### src/rtl/gsa_pkg.sv
// Shared types and constants for the grouped standard deviation accumulator.
// Holds the transaction payloads, status codes and sequencer states.
// No dependencies; compile before every other file of the block.
package gsa_pkg;

	// Default bound on classes per series
	localparam int MAX_CLASSES_DEF = 256;

	// Field widths
	localparam int IN_W     = 16;
	localparam int D_W      = IN_W + 1;
	localparam int MEAN_W   = 24;
	localparam int SD_W     = 24;
	localparam int STATUS_W = 2;

	// Per-class multiplier: 34 x 17 signed
	localparam int MUL_A_W = 2 * D_W;
	localparam int MUL_B_W = D_W;
	localparam int MUL_P_W = MUL_A_W + MUL_B_W;

	// Q.8 scaling: mean numerator is S1 << 7, root argument is variance << 16
	localparam int MEAN_FRAC_SHIFT = 7;
	localparam int SD_FRAC_SHIFT   = 16;

	typedef enum logic [STATUS_W-1:0] {
		STAT_OK        = 2'd0,
		STAT_ZERO_FREQ = 2'd1,
		STAT_OVERFLOW  = 2'd2
	} status_t;

	typedef struct packed {
		logic signed [IN_W-1:0] class_lo;
		logic signed [IN_W-1:0] class_hi;
		logic [IN_W-1:0]        frequency;
		logic                   last_class;
	} class_t;

	typedef struct packed {
		logic signed [MEAN_W-1:0] mean_q8;
		logic [SD_W-1:0]          stddev_q8;
		logic [STATUS_W-1:0]      status;
	} result_t;

	// Accumulator sequencer
	typedef enum logic [2:0] {
		A_IDLE,
		A_FD,
		A_SQ,
		A_FDD,
		A_S2,
		A_FIN,
		A_EMIT
	} acc_state_t;

	// Final arithmetic sequencer
	typedef enum logic [3:0] {
		F_IDLE,
		F_MUL_A,
		F_MUL_B,
		F_DIFF,
		F_SQRT,
		F_DIV_M,
		F_FIX_M,
		F_DIV_S,
		F_DONE
	} fin_state_t;

endpackage

### src/rtl/gsa_chan_if.sv
// Valid/ready channel carrying one payload per transaction.
// The payload type is set at instantiation; no package dependency.
interface gsa_chan_if #(
	parameter type payload_t = logic
);
	logic     valid;
	logic     ready;
	payload_t data;

	modport source (output valid, output data, input ready);
	modport sink (input valid, input data, output ready);
endinterface

### src/rtl/gsa_finish.sv
// End-of-series arithmetic: S0*S2 - S1*S1, integer square root and the two
// divisions, all on one shared add/subtract unit. Depends on gsa_pkg.
module gsa_finish #(
	parameter int MAX_CLASSES = gsa_pkg::MAX_CLASSES_DEF,
	localparam int LOG_W = $clog2(MAX_CLASSES),
	localparam int S0_W  = gsa_pkg::IN_W + LOG_W,
	localparam int S1_W  = 2 * gsa_pkg::IN_W + 1 + LOG_W,
	localparam int S2_W  = 3 * gsa_pkg::IN_W + 1 + LOG_W
) (
	input  logic                             clk,
	input  logic                             arst_n,
	input  logic                             start,
	input  logic [S0_W-1:0]                  s0,
	input  logic signed [S1_W-1:0]           s1,
	input  logic [S2_W-1:0]                  s2,
	output logic                             done,
	output logic signed [gsa_pkg::MEAN_W-1:0] mean_q8,
	output logic [gsa_pkg::SD_W-1:0]         stddev_q8
);
	import gsa_pkg::*;

	localparam int MAG_W   = S1_W;
	localparam int A_W     = S0_W + S2_W;
	localparam int B_W     = 2 * MAG_W;
	localparam int P_W     = (A_W > B_W) ? A_W : B_W;
	localparam int X_RAW_W = P_W + SD_FRAC_SHIFT;
	localparam int X_W     = X_RAW_W + (X_RAW_W % 2);
	localparam int R_W     = X_W / 2;
	localparam int NUM_W   = MAG_W + MEAN_FRAC_SHIFT;
	localparam int DVD_W   = (NUM_W > R_W) ? NUM_W : R_W;
	localparam int DVS_W   = S0_W + 1;
	localparam int REM_W   = S0_W + 2;
	localparam int ALU_T_W = (P_W > R_W + 2) ? P_W : R_W + 2;
	localparam int ALU_W   = (ALU_T_W > REM_W) ? ALU_T_W : REM_W;
	localparam int STEP_T  = (MAG_W > R_W) ? MAG_W : R_W;
	localparam int STEP_MAX = (STEP_T > DVD_W) ? STEP_T : DVD_W;
	localparam int STEP_W  = $clog2(STEP_MAX + 1);

	localparam logic [STEP_W-1:0] LAST_MUL_A = STEP_W'(S0_W - 1);
	localparam logic [STEP_W-1:0] LAST_MUL_B = STEP_W'(MAG_W - 1);
	localparam logic [STEP_W-1:0] LAST_SQRT  = STEP_W'(R_W - 1);
	localparam logic [STEP_W-1:0] LAST_DIV   = STEP_W'(DVD_W - 1);

	fin_state_t state_q, state_d;
	logic [STEP_W-1:0] step_q;
	logic step_end;

	logic [MAG_W-1:0] mplr_q;
	logic [MAG_W-1:0] mag_q;
	logic             neg_q;
	logic [P_W-1:0]   acc_q;
	logic [P_W-1:0]   a_q;
	logic [X_W-1:0]   x_q;
	logic [R_W+1:0]   rem_q;
	logic [R_W-1:0]   root_q;
	logic [DVD_W-1:0] dvd_q;
	logic [REM_W-1:0] drem_q;
	logic [DVS_W-1:0] dvs_q;
	logic signed [MEAN_W-1:0] mean_q;

	logic [MAG_W-1:0]  mag_in;
	logic [R_W+1:0]    rem_sh;
	logic [R_W+1:0]    trial;
	logic [REM_W-1:0]  drem_sh;
	logic [MEAN_W-1:0] q_low;
	logic [MEAN_W-1:0] q_up;
	logic [MEAN_W-1:0] mean_next;

	logic [ALU_W-1:0] alu_a, alu_b;
	logic             alu_sub;
	logic [ALU_W:0]   alu_y;
	logic             alu_ge;

	// Magnitude and sign of S1
	assign mag_in = s1[S1_W-1] ? (MAG_W'(~s1) + MAG_W'(1)) : MAG_W'(s1);

	// Root step: bring down two bits, try (root << 2) | 1
	assign rem_sh = {rem_q[R_W-1:0], x_q[X_W-1 -: 2]};
	assign trial  = {root_q, 2'b01};

	// Division step: bring down one dividend bit
	assign drem_sh = {drem_q[REM_W-2:0], dvd_q[DVD_W-1]};

	// Floor of a negative mean: negate the rounded-up quotient
	assign q_low     = dvd_q[MEAN_W-1:0];
	assign q_up      = q_low + MEAN_W'(drem_q != '0);
	assign mean_next = neg_q ? (~q_up + MEAN_W'(1)) : q_low;

	// Shared add/subtract unit; carry out on subtract means a >= b
	assign alu_y  = {1'b0, alu_a} + {1'b0, (alu_sub ? ~alu_b : alu_b)} + (ALU_W + 1)'(alu_sub);
	assign alu_ge = alu_y[ALU_W];

	always_comb begin
		alu_a   = '0;
		alu_b   = '0;
		alu_sub = 1'b0;
		case (state_q)
			F_MUL_A: begin
				alu_a = ALU_W'({acc_q[P_W-2:0], 1'b0});
				alu_b = mplr_q[MAG_W-1] ? ALU_W'(s2) : '0;
			end
			F_MUL_B: begin
				alu_a = ALU_W'({acc_q[P_W-2:0], 1'b0});
				alu_b = mplr_q[MAG_W-1] ? ALU_W'(mag_q) : '0;
			end
			F_DIFF: begin
				alu_a   = ALU_W'(a_q);
				alu_b   = ALU_W'(acc_q);
				alu_sub = 1'b1;
			end
			F_SQRT: begin
				alu_a   = ALU_W'(rem_sh);
				alu_b   = ALU_W'(trial);
				alu_sub = 1'b1;
			end
			F_DIV_M, F_DIV_S: begin
				alu_a   = ALU_W'(drem_sh);
				alu_b   = ALU_W'(dvs_q);
				alu_sub = 1'b1;
			end
			default: begin
			end
		endcase
	end

	// Sequencer state and step counter
	always_ff @(posedge clk or negedge arst_n) begin
		if (!arst_n) begin
			state_q <= F_IDLE;
			step_q  <= '0;
		end else begin
			state_q <= state_d;
			if (state_d != state_q || state_q == F_IDLE)
				step_q <= '0;
			else
				step_q <= step_q + STEP_W'(1);
		end
	end

	// Next state
	always_comb begin
		state_d  = state_q;
		step_end = 1'b0;
		case (state_q)
			F_IDLE: begin
				if (start)
					state_d = F_MUL_A;
			end
			F_MUL_A: begin
				step_end = (step_q == LAST_MUL_A);
				if (step_end)
					state_d = F_MUL_B;
			end
			F_MUL_B: begin
				step_end = (step_q == LAST_MUL_B);
				if (step_end)
					state_d = F_DIFF;
			end
			F_DIFF: begin
				state_d = F_SQRT;
			end
			F_SQRT: begin
				step_end = (step_q == LAST_SQRT);
				if (step_end)
					state_d = F_DIV_M;
			end
			F_DIV_M: begin
				step_end = (step_q == LAST_DIV);
				if (step_end)
					state_d = F_FIX_M;
			end
			F_FIX_M: begin
				state_d = F_DIV_S;
			end
			F_DIV_S: begin
				step_end = (step_q == LAST_DIV);
				if (step_end)
					state_d = F_DONE;
			end
			F_DONE: begin
				state_d = F_IDLE;
			end
			default: begin
				state_d = F_IDLE;
			end
		endcase
	end

	// Datapath registers
	always_ff @(posedge clk) begin
		case (state_q)
			F_IDLE: begin
				if (start) begin
					mag_q  <= mag_in;
					neg_q  <= s1[S1_W-1];
					acc_q  <= '0;
					mplr_q <= {s0, {(MAG_W - S0_W){1'b0}}};
				end
			end
			F_MUL_A: begin
				if (step_end) begin
					a_q    <= alu_y[P_W-1:0];
					acc_q  <= '0;
					mplr_q <= mag_q;
				end else begin
					acc_q  <= alu_y[P_W-1:0];
					mplr_q <= mplr_q << 1;
				end
			end
			F_MUL_B: begin
				acc_q  <= alu_y[P_W-1:0];
				mplr_q <= mplr_q << 1;
			end
			F_DIFF: begin
				// Clamp a negative variance to zero
				x_q    <= alu_ge ? X_W'({alu_y[P_W-1:0], {SD_FRAC_SHIFT{1'b0}}}) : '0;
				rem_q  <= '0;
				root_q <= '0;
			end
			F_SQRT: begin
				rem_q  <= alu_ge ? alu_y[R_W+1:0] : rem_sh;
				root_q <= {root_q[R_W-2:0], alu_ge};
				x_q    <= x_q << 2;
				if (step_end) begin
					dvd_q  <= DVD_W'({mag_q, {MEAN_FRAC_SHIFT{1'b0}}});
					drem_q <= '0;
					dvs_q  <= DVS_W'(s0);
				end
			end
			F_DIV_M, F_DIV_S: begin
				drem_q <= alu_ge ? alu_y[REM_W-1:0] : drem_sh;
				dvd_q  <= {dvd_q[DVD_W-2:0], alu_ge};
			end
			F_FIX_M: begin
				mean_q <= mean_next;
				dvd_q  <= DVD_W'(root_q);
				drem_q <= '0;
				dvs_q  <= {s0, 1'b0};
			end
			default: begin
			end
		endcase
	end

	assign done      = (state_q == F_DONE);
	assign mean_q8   = mean_q;
	assign stddev_q8 = dvd_q[SD_W-1:0];

	a_start_idle: assert property (@(posedge clk) disable iff (!arst_n)
		start |-> state_q == F_IDLE)
		else $error("finish started while busy");

	a_root_rem: assert property (@(posedge clk) disable iff (!arst_n)
		state_q == F_SQRT |-> rem_q <= {1'b0, root_q, 1'b0})
		else $error("square root remainder out of bound");

	a_div_rem: assert property (@(posedge clk) disable iff (!arst_n)
		(state_q == F_DIV_M || state_q == F_DIV_S) |-> drem_q < REM_W'(dvs_q))
		else $error("division remainder not below divisor");

endmodule

### src/rtl/grouped_stddev_accumulator.sv
// Top level of the grouped standard deviation accumulator.
// Depends on gsa_pkg, gsa_chan_if and gsa_finish.
//
// Takes one frequency-table class per transaction and accumulates S0 = sum f,
// S1 = sum f*d and S2 = sum f*d*d with d = lower + upper, using one 34 x 17
// signed multiplier three times per class: each class occupies the input for
// the accept plus four multiply/accumulate steps. A class marked last then runs
// the end-of-series arithmetic on a shared add/subtract unit: shift-add
// products S0*S2 and S1*S1, a two-bit-per-step square root and two restoring
// divisions. A result carries the Q.8 mean and standard deviation and a status:
// too many classes or zero total frequency return zeros in both fields without
// the long computation. The sums clear when the result is written to the output
// register, which holds it until taken while the next series already enters.
module grouped_stddev_accumulator #(
	parameter int MAX_CLASSES = gsa_pkg::MAX_CLASSES_DEF
) (
	input logic         clk,
	input logic         arst_n,
	gsa_chan_if.sink    samples,
	gsa_chan_if.source  stats
);
	import gsa_pkg::*;

	localparam int LOG_W  = $clog2(MAX_CLASSES);
	localparam int CNT_W  = $clog2(MAX_CLASSES + 1);
	localparam int S0_W   = IN_W + LOG_W;
	localparam int S1_W   = 2 * IN_W + 1 + LOG_W;
	localparam int S2_W   = 3 * IN_W + 1 + LOG_W;
	localparam int FD_W   = 2 * IN_W + 1;
	localparam int FDD_W  = 3 * IN_W + 1;
	localparam logic [CNT_W-1:0] CNT_MAX = CNT_W'(MAX_CLASSES);

	acc_state_t state_q, state_d;

	logic signed [D_W-1:0] d_q;
	logic [IN_W-1:0]       f_q;
	logic                  last_q;

	logic [S0_W-1:0]        s0_q;
	logic signed [S1_W-1:0] s1_q;
	logic [S2_W-1:0]        s2_q;
	logic [CNT_W-1:0]       cnt_q;
	logic                   ovf_q;
	status_t                status_q;

	logic signed [MUL_A_W-1:0] mul_a;
	logic signed [MUL_B_W-1:0] mul_b;
	logic signed [MUL_P_W-1:0] mul_p;
	logic signed [MUL_P_W-1:0] mul_q;

	result_t res_q;
	logic    res_valid_q;

	logic accept;
	logic at_limit;
	logic emit_go;
	logic fin_start;
	logic fin_done;
	logic signed [MEAN_W-1:0] fin_mean;
	logic [SD_W-1:0]          fin_sd;

	assign samples.ready = (state_q == A_IDLE);
	assign accept        = samples.valid && samples.ready;
	assign at_limit      = (cnt_q == CNT_MAX);
	assign emit_go       = (state_q == A_EMIT) && (!res_valid_q || stats.ready);

	// Sequencer state
	always_ff @(posedge clk or negedge arst_n) begin
		if (!arst_n)
			state_q <= A_IDLE;
		else
			state_q <= state_d;
	end

	// Next state and finish launch
	always_comb begin
		state_d   = state_q;
		fin_start = 1'b0;
		case (state_q)
			A_IDLE: begin
				if (accept) begin
					if (!at_limit)
						state_d = A_FD;
					else if (samples.data.last_class)
						state_d = A_EMIT;
				end
			end
			A_FD: state_d = A_SQ;
			A_SQ: state_d = A_FDD;
			A_FDD: state_d = A_S2;
			A_S2: begin
				if (!last_q) begin
					state_d = A_IDLE;
				end else if (ovf_q || s0_q == '0) begin
					state_d = A_EMIT;
				end else begin
					fin_start = 1'b1;
					state_d   = A_FIN;
				end
			end
			A_FIN: begin
				if (fin_done)
					state_d = A_EMIT;
			end
			A_EMIT: begin
				if (emit_go)
					state_d = A_IDLE;
			end
			default: state_d = A_IDLE;
		endcase
	end

	// Shared multiplier operands: f*d, then d*d, then f*(d*d)
	always_comb begin
		mul_a = '0;
		mul_b = '0;
		case (state_q)
			A_FD: begin
				mul_a = MUL_A_W'(d_q);
				mul_b = $signed({1'b0, f_q});
			end
			A_SQ: begin
				mul_a = MUL_A_W'(d_q);
				mul_b = d_q;
			end
			A_FDD: begin
				mul_a = $signed(mul_q[MUL_A_W-1:0]);
				mul_b = $signed({1'b0, f_q});
			end
			default: begin
			end
		endcase
	end

	assign mul_p = mul_a * mul_b;

	// Capture the class and the multiplier product
	always_ff @(posedge clk) begin
		if (accept) begin
			d_q    <= D_W'(samples.data.class_lo) + D_W'(samples.data.class_hi);
			f_q    <= samples.data.frequency;
			last_q <= samples.data.last_class;
		end
		if (state_q == A_FD || state_q == A_SQ || state_q == A_FDD)
			mul_q <= mul_p;
	end

	// Accumulate sums; clear them once the result is written to the output register
	always_ff @(posedge clk or negedge arst_n) begin
		if (!arst_n) begin
			s0_q     <= '0;
			s1_q     <= '0;
			s2_q     <= '0;
			cnt_q    <= '0;
			ovf_q    <= 1'b0;
			status_q <= STAT_OK;
		end else begin
			if (accept && at_limit) begin
				ovf_q    <= 1'b1;
				status_q <= STAT_OVERFLOW;
			end
			if (state_q == A_FD)
				s0_q <= s0_q + S0_W'(f_q);
			if (state_q == A_SQ)
				s1_q <= s1_q + S1_W'($signed(mul_q[FD_W-1:0]));
			if (state_q == A_S2) begin
				s2_q  <= s2_q + S2_W'(mul_q[FDD_W-1:0]);
				cnt_q <= cnt_q + CNT_W'(1);
				if (ovf_q)
					status_q <= STAT_OVERFLOW;
				else if (s0_q == '0)
					status_q <= STAT_ZERO_FREQ;
				else
					status_q <= STAT_OK;
			end
			if (emit_go) begin
				s0_q  <= '0;
				s1_q  <= '0;
				s2_q  <= '0;
				cnt_q <= '0;
				ovf_q <= 1'b0;
			end
		end
	end

	// Output register: hold the result until taken
	always_ff @(posedge clk or negedge arst_n) begin
		if (!arst_n)
			res_valid_q <= 1'b0;
		else if (emit_go)
			res_valid_q <= 1'b1;
		else if (stats.ready)
			res_valid_q <= 1'b0;
	end

	always_ff @(posedge clk) begin
		if (emit_go) begin
			res_q.mean_q8   <= (status_q == STAT_OK) ? fin_mean : '0;
			res_q.stddev_q8 <= (status_q == STAT_OK) ? fin_sd : '0;
			res_q.status    <= status_q;
		end
	end

	assign stats.valid = res_valid_q;
	assign stats.data  = res_q;

	gsa_finish #(
		.MAX_CLASSES(MAX_CLASSES)
	) u_finish (
		.clk       (clk),
		.arst_n    (arst_n),
		.start     (fin_start),
		.s0        (s0_q),
		.s1        (s1_q),
		.s2        (s2_q),
		.done      (fin_done),
		.mean_q8   (fin_mean),
		.stddev_q8 (fin_sd)
	);

	a_done_waited: assert property (@(posedge clk) disable iff (!arst_n)
		fin_done |-> state_q == A_FIN)
		else $error("finish completed while not awaited");

	a_ovf_at_limit: assert property (@(posedge clk) disable iff (!arst_n)
		ovf_q |-> cnt_q == CNT_MAX)
		else $error("overflow flagged below class limit");

	a_clear_after_emit: assert property (@(posedge clk) disable iff (!arst_n)
		emit_go |=> (s0_q == '0 && s1_q == '0 && s2_q == '0 && cnt_q == '0 && !ovf_q))
		else $error("sums not cleared after result");

	a_error_zeros: assert property (@(posedge clk) disable iff (!arst_n)
		(res_valid_q && res_q.status != STAT_OK) |->
			(res_q.mean_q8 == '0 && res_q.stddev_q8 == '0))
		else $error("error result with nonzero fields");

endmodule

### src/flat_wrapper.sv
// flat-port wrapper written by rule: the top's interface ports become plain ports
module grouped_stddev_accumulator_flat import gsa_pkg::*;
#(
	parameter int MAX_CLASSES = gsa_pkg::MAX_CLASSES_DEF
)
  (clk, arst_n, samples_valid, samples_data, samples_ready, stats_valid, stats_data, stats_ready);
  gsa_chan_if #(.payload_t(class_t)) samples_i ();
  gsa_chan_if #(.payload_t(result_t)) stats_i ();
  input logic clk;
  input logic arst_n;
  input wire logic [$bits(samples_i.valid)-1:0] samples_valid;
  input wire logic [$bits(samples_i.data)-1:0] samples_data;
  output wire logic [$bits(samples_i.ready)-1:0] samples_ready;
  output wire logic [$bits(stats_i.valid)-1:0] stats_valid;
  output wire logic [$bits(stats_i.data)-1:0] stats_data;
  input wire logic [$bits(stats_i.ready)-1:0] stats_ready;
  assign samples_i.valid = samples_valid;
  assign samples_i.data = samples_data;
  assign samples_ready = samples_i.ready;
  assign stats_valid = stats_i.valid;
  assign stats_data = stats_i.data;
  assign stats_i.ready = stats_ready;
  grouped_stddev_accumulator #(.MAX_CLASSES(MAX_CLASSES)) u_core (.clk(clk), .arst_n(arst_n), .samples(samples_i), .stats(stats_i));
endmodule
### config.mk
export PLATFORM = sky130hd
export DESIGN_NAME = grouped_stddev_accumulator_flat
export DESIGN_NICKNAME = d
export VERILOG_FILES = /design/src/rtl/gsa_pkg.sv /design/src/rtl/gsa_chan_if.sv /design/src/rtl/gsa_finish.sv /design/src/rtl/grouped_stddev_accumulator.sv /design/src/flat_wrapper.sv
export SDC_FILE = /design/constraint.sdc
export NUM_CORES = 2
export LEC_CHECK = 0
export BUFFER_PORTS_ARGS = -buffer_cell sky130_fd_sc_hd__buf_2
export CORE_ASPECT_RATIO = 2
export CORE_MARGIN = 2
export CORE_UTILIZATION = 57
export DETAILED_ROUTE_END_ITERATION = 16
export PLACE_DENSITY = 0.78
export SETUP_SLACK_MARGIN = 0.15
export SYNTH_ARGS = -nofsm -noshare
export SYNTH_HDL_FRONTEND = slang
export SYNTH_HIERARCHICAL = 1
export SYNTH_SLANG_ARGS = --single-unit
### constraint.sdc
create_clock -name clk -period 17.8 [get_ports clk]
set_clock_uncertainty 0.15 [all_clocks]
set_input_delay 1.78 -clock clk [delete_from_list [all_inputs] [get_ports clk]]
set_output_delay 1.78 -clock clk [all_outputs]
set_load 0.05 [all_outputs]
==> impl_metrics.ini <==
[finish]
drive_gt1_frac = 0.0682
syn2layout_area_growth_pct = 6.23
nets = 7723
fin_util = 0.610

[clocking]
clkSinkCount = 832
htreeDepth = 3
hold_buffers = 0
tritoncts = built
cts_buffers = 77
postCtsSetupBuffers = 0
cts_buffer_depth = 3
cts_root_buf = clkbuf_16
clk_pin_slew_ps = 60
cts_resized = 0
clock_latency_ps = 700

[yosys]
synth_edf_count = 684
synth-async-reset-ratio = 0.178
syn_inst = 6908
synth_cell_type_count = 125
synth_area_sq_um = 67400
yosysSeqAreaShare = 0.360
yosys_warnings = 6
ys_ff_latch = 832
ys.flop_type = edfxtp_1
avgSynthCellArea_sq_um = 9.75

[timing]
timing.hold.ws_ps = 330
slew_headroom = 0.0637
period_share = 0.538
tightestPinTransition_ps = 1390
slew_viol_final = 0
report.final.setup_viol = 0
min_period_ps = 9570
fmax_ghz = 0.104
tns_ps = 0
finalHoldViolations = 0
rsz0062_at_grt = no

[floorplan]
initial_core_util = 0.574
core-area_sq_um = 117000
row_count = 178
die_area_sq_um = 121000
die_x_um = 247
die_y_um = 490
io_pins = 105

[worst_setup_path]
path_buf_inv = 8
crit_top_cell = fa_1
crit_fanout = 36
worstSetupPathType = reg -> reg
arrival_ps = 9820
crit_family = adder cells
end_kind = flop
cpMaxStageDelayCell = and2_2
slowest_delay_ps = 700
critPathLaunch = u_core/state_q[0]
rr_startpoint = u_core/state_q[0]
startpoint_type = flop
cp.required_ps = 18050

[global_route]
grt_pass1_vias = 56900
overflow = 0
antenna_found_initial = 2
grt_usage = 0.346
grt_max_degree = 122
grt_first_pass_wirelength_mm = 318

[placement]
portBuffers = 104
gp_congestion = 1.07
place_hpwl_mm = 161

[detailed_routing]
vias = 54200
drt_iter0_markers = 5574
dr.pass1.iters = 10
ant_nets = 0
wl_mm = 208
vias_per_cell = 6.45
drc_errors = 0
drt-wirelength-per-cell_um = 24.8

[worst_hold_path]
hold_path.class = reg -> reg
worstHoldStart = u_core/s1_q[40]

[job]
drv_cap = 0

[outcome]
outcome = finished clean
==> logic make-up after synthesis <==
family / synth area share
compound gates: 0.160
xor+xnor: 0.0409
fa+ha+maj: 0.222
mux: 0.00678
simple gates: 0.143
other cells: 0.000111
flops: 0.360
buf+inv: 0.0671
==> synth_stat cells (112+ instances only) <==
| master | n | area, sq um |
|---|---|---|
| a22o_1 | 114 | 998 |
| nor2_1 | 516 | 1940 |
| xor2_1 | 112 | 981 |
| edfxtp_1 | 684 | 20500 |
| ha_1 | 326 | 4080 |
| xnor2_1 | 197 | 1730 |
| and2_1 | 117 | 732 |
| o21ai_0 | 324 | 1620 |
| nand2_1 | 896 | 3360 |
| inv_1 | 764 | 2870 |
| a21oi_1 | 407 | 2040 |
| nand3_1 | 144 | 721 |
| clkbuf_1 | 270 | 1010 |
| dfrtp_1 | 148 | 3700 |
| fa_1 | 542 | 10900 |
==> cell type report <==
| type | count | area [sq um] |
|---|---|---|
| fillers | 9667 | 45800 |
| inverters | 764 | 2870 |
| multi-input cells | 4937 | 38800 |
| flip-flops and latches | 832 | 24200 |
| repair buffers | 190 | 1180 |
| clock buffers | 92 | 2040 |
| diodes | 3 | 7.51 |
| well taps | 1530 | 1910 |
| clock inverters | 49 | 464 |
==> path summary, 6_finish.rpt <==
| kind | cells after the start | slack [ps] | to |
|---|---|---|---|
| worst max-delay path | 30 | 8230 | u_core/mul_q[46] |
| worst min-delay path | 1 | 330 | u_core/s1_q[40] |
| worst max register to register | 30 | 8230 | u_core/mul_q[46] |
| worst min register to register | 1 | 330 | u_core/s1_q[40] |
| max in group asynchronous | 2 | 15080 | u_core/s2_q[47] |
| min in group asynchronous | 1 | 1010 | u_core/stats.valid |
==> layout by cell type, fill, tap and decap left out, types with 79 or more instances in the layout <==
| master | instances |
|---|---|
| buf_4 | 85 |
| o21ai_0 | 323 |
| nand3_1 | 143 |
| and2_1 | 114 |
| nand2_1 | 895 |
| a21oi_1 | 403 |
| xor2_1 | 112 |
| xnor2_1 | 197 |
| a21o_1 | 109 |
| nor2_1 | 508 |
| fa_1 | 542 |
| ha_1 | 326 |
| dfrtp_1 | 148 |
| a22o_1 | 111 |
| nor3_1 | 81 |
| clkbuf_16 | 79 |
| buf_2 | 103 |
| edfxtp_1 | 684 |
| inv_1 | 763 |
==> registers in the layout (all words and copies together), names as in the netlist, 3 cells and up <==
| signal | flops |
|---|---|
| u_core/s0_q | 24 |
| u_core/u_finish/step_q | 6 |
| u_core/stats.data | 50 |
| u_core/u_finish/dvd_q | 49 |
| u_core/f_q | 16 |
| u_core/u_finish/rem_q | 49 |
| u_core/u_finish/state_q | 4 |
| u_core/u_finish/acc_q | 82 |
| u_core/u_finish/dvs_q | 25 |
| u_core/u_finish/drem_q | 26 |
| u_core/s2_q | 57 |
| u_core/u_finish/mean_q8 | 24 |
| u_core/mul_q | 49 |
| u_core/s1_q | 41 |
| u_core/u_finish/x_q | 82 |
| u_core/u_finish/mplr_q | 41 |
| u_core/u_finish/a_q | 82 |
| u_core/state_q | 3 |
| u_core/cnt_q | 9 |
| u_core/u_finish/root_q | 49 |
| u_core/u_finish/mag_q | 41 |
| u_core/d_q | 17 |
==> per-layer routing <==
layer	vias to the layer above	global-route usage	routed length, um	part of all wire
met5	-	0	0	0
met4	0	0.315	23600	0.11
met3	1098	0.0507	14600	0.070
met2	2952	0.617	106000	0.51
met1	26400	0.338	63400	0.30
li1	23800	-	-	-
==> stage by stage <==
step / std cells / setup slack, ps / cell area (sq um)
after floorplan: 6922 / 3050 / 67400
after global placement: 8253 / 8570 / 69000
after detailed placement: 8253 / 8440 / 69000
after CTS: 8394 / 8380 / 71500
after global routing: 8395 / 7800 / 71600
final: 8397 / 8230 / 71600
Power is not shown: default switching activity piles up to over one toggle a cycle in this logic, so the estimate is an artifact.
